$ cat src/rtl/cfdq_pkg.sv
// package of the frame drop queue: constants and types
`timescale 1ns / 1ps
`default_nettype none
package cfdq_pkg;
	localparam logic [1:0] OP_AUDIO = 2'd0;
	localparam logic [1:0] OP_VIDEO = 2'd1;
	localparam logic [1:0] OP_POP = 2'd2;
	localparam logic [1:0] OP_POP_ALT = 2'd3;
	localparam logic [2:0] ST_QUEUED = 3'd0;
	localparam logic [2:0] ST_GATE_DROP = 3'd1;
	localparam logic [2:0] ST_FULL_DROP = 3'd2;
	localparam logic [2:0] ST_POPPED = 3'd3;
	localparam logic [2:0] ST_POP_EMPTY = 3'd4;
	localparam logic [0:0] CFG_BFRAME = 1'd0;
	localparam logic [0:0] CFG_PFRAME = 1'd1;
	localparam logic [25:0] BFRAME_RESET = 26'd700000;
	localparam logic [25:0] PFRAME_RESET = 26'd900000;
	localparam logic [26:0] P_MARGIN = 27'd200000;
	typedef struct packed {
		logic [1:0]  operation;
		logic [1:0]  pkt_prio;
		logic        keyframe;
		logic [47:0] pkt_time_us;
		logic [15:0] packet_tag;
	} cmd_t;
	typedef struct packed {
		logic [2:0]  status;
		logic        out_is_video;
		logic        out_keyframe;
		logic [1:0]  out_priority;
		logic [47:0] out_time_us;
		logic [15:0] out_tag;
		logic [6:0]  queue_count;
		logic [6:0]  dropped_in_step;
		logic [31:0] dropped_total;
	} res_t;
	typedef struct packed {
		logic        index;
		logic [25:0] data;
	} cfg_t;
	// entry as held in the store
	typedef struct packed {
		logic [15:0] tag;
		logic [1:0]  prio;
		logic        key;
		logic        video;
		logic [47:0] dts;
	} entry_t;
endpackage
`default_nettype wire

$ cat src/rtl/cfdq_if.sv
// valid/ready channel interfaces of the frame drop queue
`timescale 1ns / 1ps
`default_nettype none
interface cfdq_cmd_if import cfdq_pkg::*; ();
	logic valid;
	logic ready;
	cmd_t payload;
	modport source (output valid, output payload, input ready);
	modport sink (input valid, input payload, output ready);
endinterface

interface cfdq_res_if import cfdq_pkg::*; ();
	logic valid;
	logic ready;
	res_t payload;
	modport source (output valid, output payload, input ready);
	modport sink (input valid, input payload, output ready);
endinterface

interface cfdq_cfg_if import cfdq_pkg::*; ();
	logic valid;
	logic ready;
	cfg_t payload;
	modport source (output valid, output payload, input ready);
	modport sink (input valid, input payload, output ready);
endinterface
`default_nettype wire

$ cat src/rtl/cfdq_store.sv
// entry memory of the frame drop queue, one write and one registered read port
`timescale 1ns / 1ps
`default_nettype none
module cfdq_store import cfdq_pkg::*; #(
	parameter int DEPTH = 64,
	parameter int AW = 6
) (
	input  wire logic          clk,
	input  wire logic          we,
	input  wire logic [AW-1:0] waddr,
	input  wire entry_t        wdata,
	input  wire logic [AW-1:0] raddr,
	output entry_t             rdata
);
	entry_t mem_q [DEPTH];
	always_ff @(posedge clk) begin
		if (we) begin
			mem_q[waddr] <= wdata;
		end
		rdata <= mem_q[raddr];
	end
endmodule
`default_nettype wire

$ cat src/rtl/congestion_frame_drop_queue_unit.sv
// top level of the frame drop queue
//
// channel | dir | word
// cmd     | in  | operation, pkt_prio, keyframe, pkt_time_us, packet_tag
// res     | out | status, popped entry fields, queue_count, drop counts
// cfg     | in  | register index and threshold data
//
// one word at a time through a sequencer around one shared entry memory
// push writes the new entry at the tail; pop reads the head, then moves each entry down one place
// video push: each check scans for the first non-key video, then compacts the queue
// every memory read goes through the registered read port; the result sits in an output register
// reset clears control state only; the entry memory is never cleared
`timescale 1ns / 1ps
`default_nettype none
module congestion_frame_drop_queue_unit import cfdq_pkg::*; #(
	parameter int QUEUE_DEPTH = 64,
	parameter int MIN_QUEUED_FOR_CHECK = 5
) (
	input wire logic clk,
	input wire logic arst_n,
	cfdq_cmd_if.sink cmd,
	cfdq_res_if.source res,
	cfdq_cfg_if.sink cfg
);
	localparam int AW = $clog2(QUEUE_DEPTH);
	localparam int CW = $clog2(QUEUE_DEPTH + 1);
	localparam logic [CW-1:0] DEPTH_C = CW'(QUEUE_DEPTH);
	localparam logic [CW-1:0] MINQ_C = CW'(MIN_QUEUED_FOR_CHECK);

	localparam logic [3:0] S_IDLE = 4'd0;
	localparam logic [3:0] S_DISPATCH = 4'd1;
	localparam logic [3:0] S_FIND = 4'd2;   // scan for first non-key video
	localparam logic [3:0] S_FIND_W = 4'd3;
	localparam logic [3:0] S_COMP = 4'd4;   // compact
	localparam logic [3:0] S_COMP_W = 4'd5;
	localparam logic [3:0] S_GATE = 4'd6;
	localparam logic [3:0] S_POP_W = 4'd7;
	localparam logic [3:0] S_SHIFT = 4'd8;
	localparam logic [3:0] S_SHIFT_W = 4'd9;
	localparam logic [3:0] S_DONE = 4'd10;

	logic [3:0]    state_q;
	cmd_t          cmd_q;
	logic [25:0]   bthr_q, pthr_q;
	logic [CW-1:0] count_q;
	logic [1:0]    minprio_q;
	logic [47:0]   last_vid_q;
	logic [31:0]   total_q;
	logic [6:0]    drop_q;
	logic          level3_q;    // second check running
	logic [CW-1:0] rd_q, wr_q;  // scan pointers
	logic          res_valid_q;
	res_t          res_q;

	logic          we;
	logic [AW-1:0] waddr, raddr;
	entry_t        wdata, rdata;

	cfdq_store #(.DEPTH(QUEUE_DEPTH), .AW(AW)) u_store (
		.clk(clk), .we(we), .waddr(waddr), .wdata(wdata), .raddr(raddr), .rdata(rdata)
	);

	// effective thresholds
	logic [26:0] bmin, pthr_eff, thr;
	logic [1:0]  level;
	assign bmin = {1'b0, bthr_q} + P_MARGIN;
	assign pthr_eff = ({1'b0, pthr_q} < bmin) ? bmin : {1'b0, pthr_q};
	assign thr = level3_q ? pthr_eff : {1'b0, bthr_q};
	assign level = level3_q ? 2'd3 : 2'd2;

	// signed duration from the scanned entry, 49 bits wide
	logic signed [48:0] dur;
	assign dur = $signed({last_vid_q[47], last_vid_q}) - $signed({rdata.dts[47], rdata.dts});

	logic keep;
	assign keep = !rdata.video || (rdata.prio >= level);

	entry_t new_entry;
	always_comb begin
		new_entry.tag = cmd_q.packet_tag;
		new_entry.prio = cmd_q.pkt_prio;
		new_entry.key = cmd_q.keyframe;
		new_entry.video = (cmd_q.operation == OP_VIDEO);
		new_entry.dts = cmd_q.pkt_time_us;
	end

	assign raddr = rd_q[AW-1:0];
	assign cmd.ready = (state_q == S_IDLE) && !res_valid_q;
	assign cfg.ready = 1'b1;
	assign res.valid = res_valid_q;
	assign res.payload = res_q;

	always_comb begin
		we = 1'b0;
		waddr = wr_q[AW-1:0];
		wdata = rdata;
		case (state_q)
			S_DISPATCH: begin
				// audio push writes directly
				we = (cmd_q.operation == OP_AUDIO) && (count_q < DEPTH_C);
				waddr = count_q[AW-1:0];
				wdata = new_entry;
			end
			S_GATE: begin
				we = (cmd_q.pkt_prio >= minprio_q) && (count_q < DEPTH_C);
				waddr = count_q[AW-1:0];
				wdata = new_entry;
			end
			S_COMP: we = keep;
			S_SHIFT: we = 1'b1;
			default: ;
		endcase
	end

	// saturating add of the step's drops
	logic [32:0] tot_sum;
	assign tot_sum = {1'b0, total_q} + 33'(drop_q);

	always_ff @(posedge clk or negedge arst_n) begin
		if (!arst_n) begin
			state_q <= S_IDLE;
			cmd_q <= '0;
			bthr_q <= BFRAME_RESET;
			pthr_q <= PFRAME_RESET;
			count_q <= '0;
			minprio_q <= '0;
			last_vid_q <= '0;
			total_q <= '0;
			drop_q <= '0;
			level3_q <= 1'b0;
			rd_q <= '0;
			wr_q <= '0;
			res_valid_q <= 1'b0;
			res_q <= '0;
		end else begin
			if (cfg.valid) begin
				if (cfg.payload.index == CFG_BFRAME) bthr_q <= cfg.payload.data;
				else pthr_q <= cfg.payload.data;
			end
			if (res_valid_q && res.ready) res_valid_q <= 1'b0;
			case (state_q)
				S_IDLE: begin
					if (cmd.valid && cmd.ready) begin
						cmd_q <= cmd.payload;
						state_q <= S_DISPATCH;
					end
				end
				S_DISPATCH: begin
					// only a full audio push drops here
					drop_q <= 7'((cmd_q.operation == OP_AUDIO) && (count_q >= DEPTH_C));
					res_q.out_is_video <= 1'b0;
					res_q.out_keyframe <= 1'b0;
					res_q.out_priority <= '0;
					res_q.out_time_us <= '0;
					res_q.out_tag <= '0;
					rd_q <= '0;
					wr_q <= '0;
					level3_q <= 1'b0;
					if (cmd_q.operation inside {OP_POP, OP_POP_ALT}) begin
						if (count_q == '0) begin
							res_q.status <= ST_POP_EMPTY;
							state_q <= S_DONE;
						end else begin
							res_q.status <= ST_POPPED;
							state_q <= S_POP_W;
						end
					end else if (cmd_q.operation == OP_AUDIO) begin
						if (count_q < DEPTH_C) begin
							count_q <= count_q + 1'b1;
							res_q.status <= ST_QUEUED;
						end else begin
							res_q.status <= ST_FULL_DROP;
						end
						state_q <= S_DONE;
					end else begin
						state_q <= (count_q < MINQ_C) ? S_GATE : S_FIND_W;
					end
				end
				S_FIND_W: state_q <= S_FIND;
				S_FIND: begin
					if (rd_q >= count_q) begin
						// no non-key video: check does not fire
						rd_q <= '0;
						if (level3_q || count_q < MINQ_C) state_q <= S_GATE;
						else begin level3_q <= 1'b1; state_q <= S_FIND_W; end
					end else if (rdata.video && !rdata.key) begin
						rd_q <= '0;
						wr_q <= '0;
						if (dur > $signed({22'd0, thr})) begin
							state_q <= S_COMP_W;
						end else if (level3_q) begin
							state_q <= S_GATE;
						end else begin
							level3_q <= 1'b1;
							state_q <= (count_q < MINQ_C) ? S_GATE : S_FIND_W;
						end
					end else begin
						rd_q <= rd_q + 1'b1;
						state_q <= S_FIND_W;
					end
				end
				S_COMP_W: state_q <= S_COMP;
				S_COMP: begin
					if (keep) wr_q <= wr_q + 1'b1;
					if (rd_q + 1'b1 >= count_q) begin
						drop_q <= drop_q + 7'(count_q - wr_q - CW'(keep));
						count_q <= wr_q + CW'(keep);
						if (minprio_q < level) minprio_q <= level;
						rd_q <= '0;
						if (level3_q || (wr_q + CW'(keep)) < MINQ_C) begin
							state_q <= S_GATE;
						end else begin
							level3_q <= 1'b1;
							state_q <= S_FIND_W;
						end
					end else begin
						rd_q <= rd_q + 1'b1;
						state_q <= S_COMP_W;
					end
				end
				S_GATE: begin
					if (cmd_q.pkt_prio < minprio_q) begin
						res_q.status <= ST_GATE_DROP;
						drop_q <= drop_q + 7'd1;
					end else begin
						minprio_q <= '0;
						if (count_q < DEPTH_C) begin
							count_q <= count_q + 1'b1;
							last_vid_q <= cmd_q.pkt_time_us;
							res_q.status <= ST_QUEUED;
						end else begin
							res_q.status <= ST_FULL_DROP;
							drop_q <= drop_q + 7'd1;
						end
					end
					state_q <= S_DONE;
				end
				S_POP_W: begin
					rd_q <= CW'(1);
					wr_q <= '0;
					state_q <= S_SHIFT_W;
				end
				S_SHIFT_W: begin
					if (wr_q == '0) begin
						// head entry is on the read port now
						res_q.out_is_video <= rdata.video;
						res_q.out_keyframe <= rdata.key;
						res_q.out_priority <= rdata.prio;
						res_q.out_time_us <= rdata.dts;
						res_q.out_tag <= rdata.tag;
					end
					if (rd_q >= count_q) begin
						count_q <= count_q - 1'b1;
						state_q <= S_DONE;
					end else begin
						state_q <= S_SHIFT;
					end
				end
				S_SHIFT: begin
					// read data is entry rd_q, written one lower
					wr_q <= wr_q + 1'b1;
					rd_q <= rd_q + 1'b1;
					state_q <= S_SHIFT_W;
				end
				S_DONE: begin
					res_q.queue_count <= 7'(count_q);
					res_q.dropped_in_step <= drop_q;
					res_q.dropped_total <= tot_sum[32] ? 32'hFFFF_FFFF : tot_sum[31:0];
					total_q <= tot_sum[32] ? 32'hFFFF_FFFF : tot_sum[31:0];
					res_valid_q <= 1'b1;
					state_q <= S_IDLE;
				end
				default: state_q <= S_IDLE;
			endcase
		end
	end
endmodule
`default_nettype wire

$ cat src/flat_wrapper.sv
// flat-port wrapper written by rule: the top's interface ports become plain ports
module congestion_frame_drop_queue_unit_flat import cfdq_pkg::*;
#(
	parameter int QUEUE_DEPTH = 64,
	parameter int MIN_QUEUED_FOR_CHECK = 5
)
  (clk, arst_n, cmd_valid, cmd_payload, cmd_ready, res_valid, res_payload, res_ready, cfg_valid, cfg_payload, cfg_ready);
  cfdq_cmd_if cmd_i ();
  cfdq_res_if res_i ();
  cfdq_cfg_if cfg_i ();
  input wire logic clk;
  input wire logic arst_n;
  input wire logic [$bits(cmd_i.valid)-1:0] cmd_valid;
  input wire logic [$bits(cmd_i.payload)-1:0] cmd_payload;
  output wire logic [$bits(cmd_i.ready)-1:0] cmd_ready;
  output wire logic [$bits(res_i.valid)-1:0] res_valid;
  output wire logic [$bits(res_i.payload)-1:0] res_payload;
  input wire logic [$bits(res_i.ready)-1:0] res_ready;
  input wire logic [$bits(cfg_i.valid)-1:0] cfg_valid;
  input wire logic [$bits(cfg_i.payload)-1:0] cfg_payload;
  output wire logic [$bits(cfg_i.ready)-1:0] cfg_ready;
  assign cmd_i.valid = cmd_valid;
  assign cmd_i.payload = cmd_payload;
  assign cmd_ready = cmd_i.ready;
  assign res_valid = res_i.valid;
  assign res_payload = res_i.payload;
  assign res_i.ready = res_ready;
  assign cfg_i.valid = cfg_valid;
  assign cfg_i.payload = cfg_payload;
  assign cfg_ready = cfg_i.ready;
  congestion_frame_drop_queue_unit #(.QUEUE_DEPTH(QUEUE_DEPTH), .MIN_QUEUED_FOR_CHECK(MIN_QUEUED_FOR_CHECK)) u_core (.clk(clk), .arst_n(arst_n), .cmd(cmd_i), .res(res_i), .cfg(cfg_i));
endmodule
$ cat config.mk
export PLATFORM = sky130hd
export DESIGN_NAME = congestion_frame_drop_queue_unit_flat
export DESIGN_NICKNAME = d
export VERILOG_FILES = /design/src/rtl/cfdq_pkg.sv /design/src/rtl/cfdq_if.sv /design/src/rtl/cfdq_store.sv /design/src/rtl/congestion_frame_drop_queue_unit.sv /design/src/flat_wrapper.sv
export SDC_FILE = /design/constraint.sdc
export NUM_CORES = 2
export LEC_CHECK = 0
export BUFFER_PORTS_ARGS = -buffer_cell sky130_fd_sc_hd__buf_2
export CORE_AREA = 2 2 514 721
export CTS_BUF_LIST = sky130_fd_sc_hd__clkbuf_16
export DETAILED_ROUTE_END_ITERATION = 16
export DIE_AREA = 0 0 516 723
export MAX_ROUTING_LAYER = met4
export PLACE_DENSITY = 0.65
export SETUP_SLACK_MARGIN = 0.15
export SYNTH_ARGS = -nofsm -noshare
export SYNTH_HDL_FRONTEND = slang
export SYNTH_HIERARCHICAL = 1
export SYNTH_MEMORY_MAX_BITS = 65536
export SYNTH_SLANG_ARGS = --single-unit
$ cat constraint.sdc
create_clock -name clk -period 18.37 [get_ports clk]
set_input_delay 0 -clock clk [delete_from_list [all_inputs] [get_ports clk]]
set_output_delay 0 -clock clk [all_outputs]
set_load 0.02 [all_outputs]
## After elaboration in Yosys (flattened, before gate mapping)

Memories as Yosys holds them, arrays and structs flattened. A register that Yosys moved wholly into a read port is not among the register bits.
Index checks and enable logic that the tools add are counted.

| word-level totals | value |
|---|---|
| bits in registers | 322 |
| bits in latches | 0 |
| memory bits (writable) | 4,352 |
| ROM bits | 0 |
| input port bits | 101 |
| output and inout port bits | 120 |
| word-level logic and storage cells | 186 |
| memories | 1 |

| operators by class | value |
|---|---|
| $add $sub $neg | 12 |
| multiply operators | 0 |
| divide/modulo/power cells | 0 |
| order comparisons | 12 |
| equal/unequal tests | 30 |
| shift-type cells | 0 |
| mux-type cells | 63 |
| bitwise operators | 2 |
| reductions and logical operators | 41 |

Memories:

| memory | depth | width | read ports | clocked after Yosys merged registers in | wr ports | RTL line | RTL |
|---|---|---|---|---|---|---|---|
| u_core.u_store.mem_q | 64 | 68 | 1 | 1 | 1 | cfdq_store.sv:15 | `entry_t mem_q [DEPTH];` |

Operators with widths:

| cell | count |
|---|---|
| $mux W68 | 2 |
| $pmux W68 S2 | 1 |
| $mux W7 | 15 |
| $pmux W7 S4 | 2 |
| $mux W27 | 2 |
| $gt A49 B28 Y1 | 1 |
| $sub A48 B48 Y49 | 1 |
| $pmux W4 S9 | 1 |
| $pmux W7 S5 | 1 |
| $add A32 B7 Y33 | 1 |
| $mux W32 | 1 |
| $mux W4 | 8 |
| $add A7 B1 Y7 const B | 4 |
| $add A26 B18 Y27 const B | 1 |
| $lt A26 B27 Y1 | 1 |
| $mux W3 | 7 |
| $pmux W7 S3 | 1 |
| $eq A4 B3 Y1 const B | 4 |
| $ge A7 B7 Y1 | 2 |
| $logic_not A7 Y1 | 2 |
| $lt A7 B3 Y1 const B | 2 |
| $ne A2 B1 Y1 const B | 7 |
| $eq A4 B4 Y1 const B | 3 |
| $mux W2 | 6 |
| other kinds (38) | 84 |

## Logic depth before layout (Yosys ltp)

| logic depth | value |
|---|---|
| word-level depth | 9 |
| gate-level depth with buffers | 33 |
| depth with buffers taken out | 30 |

## Cells and area by module

The synthesis kept the hierarchy.

By module, submodules not included:

| module | instances | cells an instance | area each (µm²) | seq. area each (µm²) |
|---|---|---|---|---|
| cfdq_store | 1 | 7,077 | 165,531.3 | 132,046.6 |
| congestion_frame_drop_queue_unit | 1 | 2,154 | 20,746.1 | 8,082.8 |

## Least setup slack after synthesis

No wires, ideal clock.

| path | value |
|---|---|
| kind | reg-to-reg |
| start point | reg u_core.state_q[1] |
| end point | mem u_core/u_store/mem_q[49][0] in the netlist's numbering, enable pin |
| setup time | 577 ps |
| data arrival time | 6,846 ps |
| data required time | 17,793 ps |
| path slack | 10,947 ps |
| cell stages (with the launch flop) | 10 |
| path buffers | 3 |
| path through | dfrtp_1 -> buf_2 -> nand2b_1 -> nor3_1 -> nor2_1 -> clkbuf_1 -> clkbuf_1 -> o21ai_0 -> nand4_1 -> nor3_1 |

| on the way | value |
|---|---|
| elaborated cells between the ends (all ways) | 9 |

RTL lines:

| item | RTL line | RTL |
|---|---|---|
| start: declaration | congestion_frame_drop_queue_unit.sv:42 | `logic [3:0] state_q;` |
| start signal: assignment | congestion_frame_drop_queue_unit.sv:176 | `state_q <= (count_q < MINQ_C) ? S_GATE : S_FIND_W;` |
| start signal: assignment | congestion_frame_drop_queue_unit.sv:195 | `state_q <= (count_q < MINQ_C) ? S_GATE : S_FIND_W;` |
| $eq A4 B1 Y1 / $eq A4 B3 Y1 (equally long branches) | congestion_frame_drop_queue_unit.sv:97 | `case (state_q)` |
| $reduce_or A2 Y1 (no source line) (*) | - |  |
| $mux W6 (*) | congestion_frame_drop_queue_unit.sv:97 |  |
| named net u_core.waddr[0] | congestion_frame_drop_queue_unit.sv:56 | `logic [AW-1:0] waddr, raddr;` |
| end: declaration | cfdq_store.sv:15 |  |

Mark *: on every way through the listed nets, which the timed path passes. The rest lies on a longest branch.

## Worst setup path in the final report

| path | value |
|---|---|
| start point | reg u_core.bthr_q[6] |
| end point | reg u_core.state_q[1] |

| on the way | value |
|---|---|
| cells in the longest elaborated chain, start to end | 9 |

Ends and longest elaborated chain:

| item | RTL line | RTL |
|---|---|---|
| start: declaration | congestion_frame_drop_queue_unit.sv:44 | `logic [25:0] bthr_q, pthr_q;` |
| start signal: assignment | congestion_frame_drop_queue_unit.sv:137 | `if (cfg.payload.index == CFG_BFRAME) bthr_q <= cfg.payload.data;` |
| $add A26 B18 Y27 | congestion_frame_drop_queue_unit.sv:66 | `assign bmin = {1'b0, bthr_q} + P_MARGIN;` |
| $lt A26 B27 Y1 | congestion_frame_drop_queue_unit.sv:67 | `assign pthr_eff = ({1'b0, pthr_q} < bmin) ? bmin : {1'b0, pthr_q};` |
| $mux W27 | congestion_frame_drop_queue_unit.sv:67 |  |
| $mux W27 (*) | congestion_frame_drop_queue_unit.sv:68 | `assign thr = level3_q ? pthr_eff : {1'b0, bthr_q};` |
| $gt A49 B28 Y1 (*) | congestion_frame_drop_queue_unit.sv:189 | `if (dur > $signed({22'd0, thr})) begin` |
| $mux W4 (*) | congestion_frame_drop_queue_unit.sv:189 |  |
| $mux W4 (*) | congestion_frame_drop_queue_unit.sv:186 | `end else if (rdata.video && !rdata.key) begin` |
| $mux W4 (*) | congestion_frame_drop_queue_unit.sv:181 | `if (rd_q >= count_q) begin` |
| $pmux W4 S9 (*) | congestion_frame_drop_queue_unit.sv:141 | `case (state_q)` |

Mark *: on every way between the ends. The rest lies on a longest branch, timed or not.
A chain may end at the register's enable or synchronous reset.

==> impl_metrics.yaml <==
layout:
  drive_above_1_share: 0.2491
  final_cells: 15200
  nets: 10140
  area_delta_synth_final_pct: 12.83
clocking:
  clockRootBuffer: "clkbuf_16"
  cts_setup_buffers: 0
  clockBufferDepth: 4
  cts_resized: 0
  cts_made_buffers: 440
  cts_sinks: 4742
  worstSkewPairLatency_ps: 1000
  clk_pin_slew_ps: 60
  htreeDepth: 5
  cts_tree: "done"
critical_path:
  cp_slowest_stage_delay_ps: 870
  critical_path.startpoint_type: "flop"
  required_ps: 19270
  critical-path-top-cell-by-count: "nand4_1"
  cp-end-kind: "flop"
  slowest_stage: "a21oi_2"
  path_buf_inv: 0
  worst_ep_arrival_time_ps: 9360
  worstPathMaxFanout: 25
  path_delay_family: "simple AND/OR/NAND/NOR gates"
  crit_type: "reg2reg"
outcome:
  status: "finished, final reports clean"
yosys:
  synth.avg_cell_area_um2: 20.18
  netlist_area_um2: 186300
  synth_warnings: 6
  syn_inst: 9231
  synth_ff_type: "edfxtp_1"
  yosysSeqAreaShare: 0.7523
  yosys.cell_types.count: 87
  ys_ff_latch: 4742
  synth_enable_flop_cells: 4352
  async_flop_share: 0.06790
  synth_nets: 9490
sta:
  fin_ws_ps: 9919
  slew_headroom: 0.06705
  final.setup.tns_ps: 0
  worst_slew_pin_slew_ps: 1396
  hold_viol_final: 0
  rsz0062_at_grt: "false"
  fmax_mhz: 118.3
  setup_viol: 0
  slew_violations: 0
  period_needed_ps: 8451
  fin_skew_ps: 75.38
  period_share: 0.4601
placed_design:
  finalWeightedCongestion: 0.9344
  place_ws_ps: 9887
  io_buffer_count: 219
  post-dp-hpwl_um: 331100
  place_inst: 14150
pwr:
  p_switching_w: 0.01189
  powerDensity_nw_per_um2: 167.8
  pwr-share-seq: 0.435
  total_power_w: 0.03527
  p_leak_nw: 68.23
  clock_power_share: 0.257
  p_comb_frac: 0.308
  ir_worst_vdd_mv: 0.1397
  swShare: 0.3372
  intPower_w: 0.02338
global_routing:
  grt_usage: 0.3076
  grt_antenna_before_repair: 46
  overflow: 0
  grt_max_degree: 140
  grt_pass1_wl_um: 775400
  first_global_vias: 99710
detailed_routing:
  vias: 99710
  dr.pass1.iters: 6
  drc: 0
  wl_per_cell_um: 36.81
  drt-initial-drc-count: 13600
  routed_via_density: 6.561
  wl_um: 559400
  ant_nets: 0
job:
  maxCapViolCount: 0
min_path:
  hp-class: "in2reg"
floorplan:
  io_pins: 221
  die_y_um: 723
  coreArea_um2: 367300
  fp-row-count: 264
  initial_core_util: 0.5071
  dieWidth_um: 516
  dieArea_um2: 373100
==> per-stage QoR <==
step                      instance area [µm²]  hold WS [ps]  utilization
after floorplan                        186300        -295.6            -
after global placement                 193800         88.45       0.5277
after detailed placement               193800         93.03       0.5277
after CTS                              210100         6.863       0.5720
after global routing                   210200         29.16       0.5722
final                                  210200         37.98       0.5722
==> synth_stat cells (all sizes together) (60+ instances only) <==
master     n  area share
nor4      67      0.0023
ha       148      0.0099
nor2     180      0.0036
a22oi     69      0.0028
buf      250      0.0088
nor2b    104      0.0035
mux2     235       0.014
o22ai    376       0.013
dfrtp    302       0.041
a21oi    148      0.0040
mux2i    142      0.0076
o22a      60      0.0028
a211oi   129      0.0052
edfxtp  4352        0.70
mux4    1031        0.12
o21ai    158      0.0043
dfxtp     68      0.0073
nand3     83      0.0023
clkbuf   262      0.0053
nand2    287      0.0058
nor3     129      0.0035
inv      119      0.0024
==> cell families (layout without fill, tap and decap cells) <==
group	count (synthesis)	after routing	synth area share
other	1	33	0.00002013
flip-flops	4742	4742	0.7523
multiplexers	1408	1408	0.1465
buffers and inverters	631	1644	0.01652
AND/OR/NAND/NOR	997	997	0.02615
AO/OA/AOI/OAI	1193	1193	0.04279
adder cells (fa/ha/maj)	159	159	0.01107
XOR/XNOR	100	100	0.004702
==> timing repair <==
action | CTS | global route
hold buffers | 210 | 0
endpoints found under the setup margin | 0 | 0
endpoints found under the hold margin | 368 | 0
==> power groups by stage <==
stage | clock network, W | logic (W) | registers, W
6_report | 0.00908 | 0.0109 | 0.0153
5_1_grt | 0.00957 | 0.0114 | 0.0154
4_1_cts | 0.00917 | 0.0108 | 0.0153
3_5_place_dp | 0 | 0.0108 | 0.0155
3_3_place_gp | 0 | 0.0106 | 0.0155
2_1_floorplan | 0 | 0.00678 | 0.0152
==> path summary, 6_finish.rpt <==
| kind | startpoint | cells past startpoint | slack, ps | endpoint |
|---|---|---|---|---|
| min in group asynchronous | arst_n | 4 | 310 | u_core/cmd_q[0] |
| max reg2reg | u_core/bthr_q[6] | 28 | 9920 | u_core/state_q[1] |
| max in group asynchronous | arst_n | 5 | 16200 | u_core/bthr_q[16] |
| max | u_core/bthr_q[6] | 28 | 9920 | u_core/state_q[1] |
| min reg2reg | u_core/u_store/rdata[57] | 2 | 470 | u_core/res.payload[51] |
| min | cmd_payload[49] | 3 | 40 | u_core/cmd_q[49] |
==> layout make-up <==
class                      instances  area (µm²)
multi-input combinational       3858       43740
clock inverter                   361        2974
antenna                           32       80.08
sequential                      4742      140100
tap                             4921        6157
clock buffer                     446       11160
timing repair buffer             718        5470
fill                           26970      157100
inverter                         119       447.9
==> placed cells by master (no fill, tap or decap), drive strengths merged, types with 142 or more instances in the layout <==
cell	count
o21ai	158
mux2i	142
edfxtp	4352
buf	509
o22ai	376
mux4	1031
inv	228
ha	148
clkinv	184
a21oi	148
nand2	287
clkbuf	446
dfrtp	302
dlygate4sd3	209
nor2	180
mux2	235
==> per-layer routing <==
layer  GRT usage  vias up  wire length (µm)  part of all wire
met5           -        -                 0                 0
li1            -    39640                 -                 -
met2      0.4988     5670            278900              0.50
met1      0.3768    53250            196700              0.35
met4      0.1423        0             30230             0.054
met3     0.05691     1150             53550             0.096
==> state kept, by name, summed over array words and instances (netlist names), 2 cells and up <==
signal / cells
u_core/pthr_q: 26
u_core/cmd_q: 69
u_core/res.payload: 117
u_core/count_q: 7
u_core/minprio_q: 2
u_core/last_vid_q: 48
u_core/drop_q: 7
u_core/rd_q: 7
u_core/state_q: 4
u_core/u_store/mem_q: 4352
u_core/u_store/rdata: 68
u_core/wr_q: 7
u_core/bthr_q: 26
==> worst min-delay path, stage by stage <==
cell	delay [ps]
dlygate4sd3_1	520
buf_2	240
mux2_2	200
No activity file was read; power rests on OpenSTA's default activity.
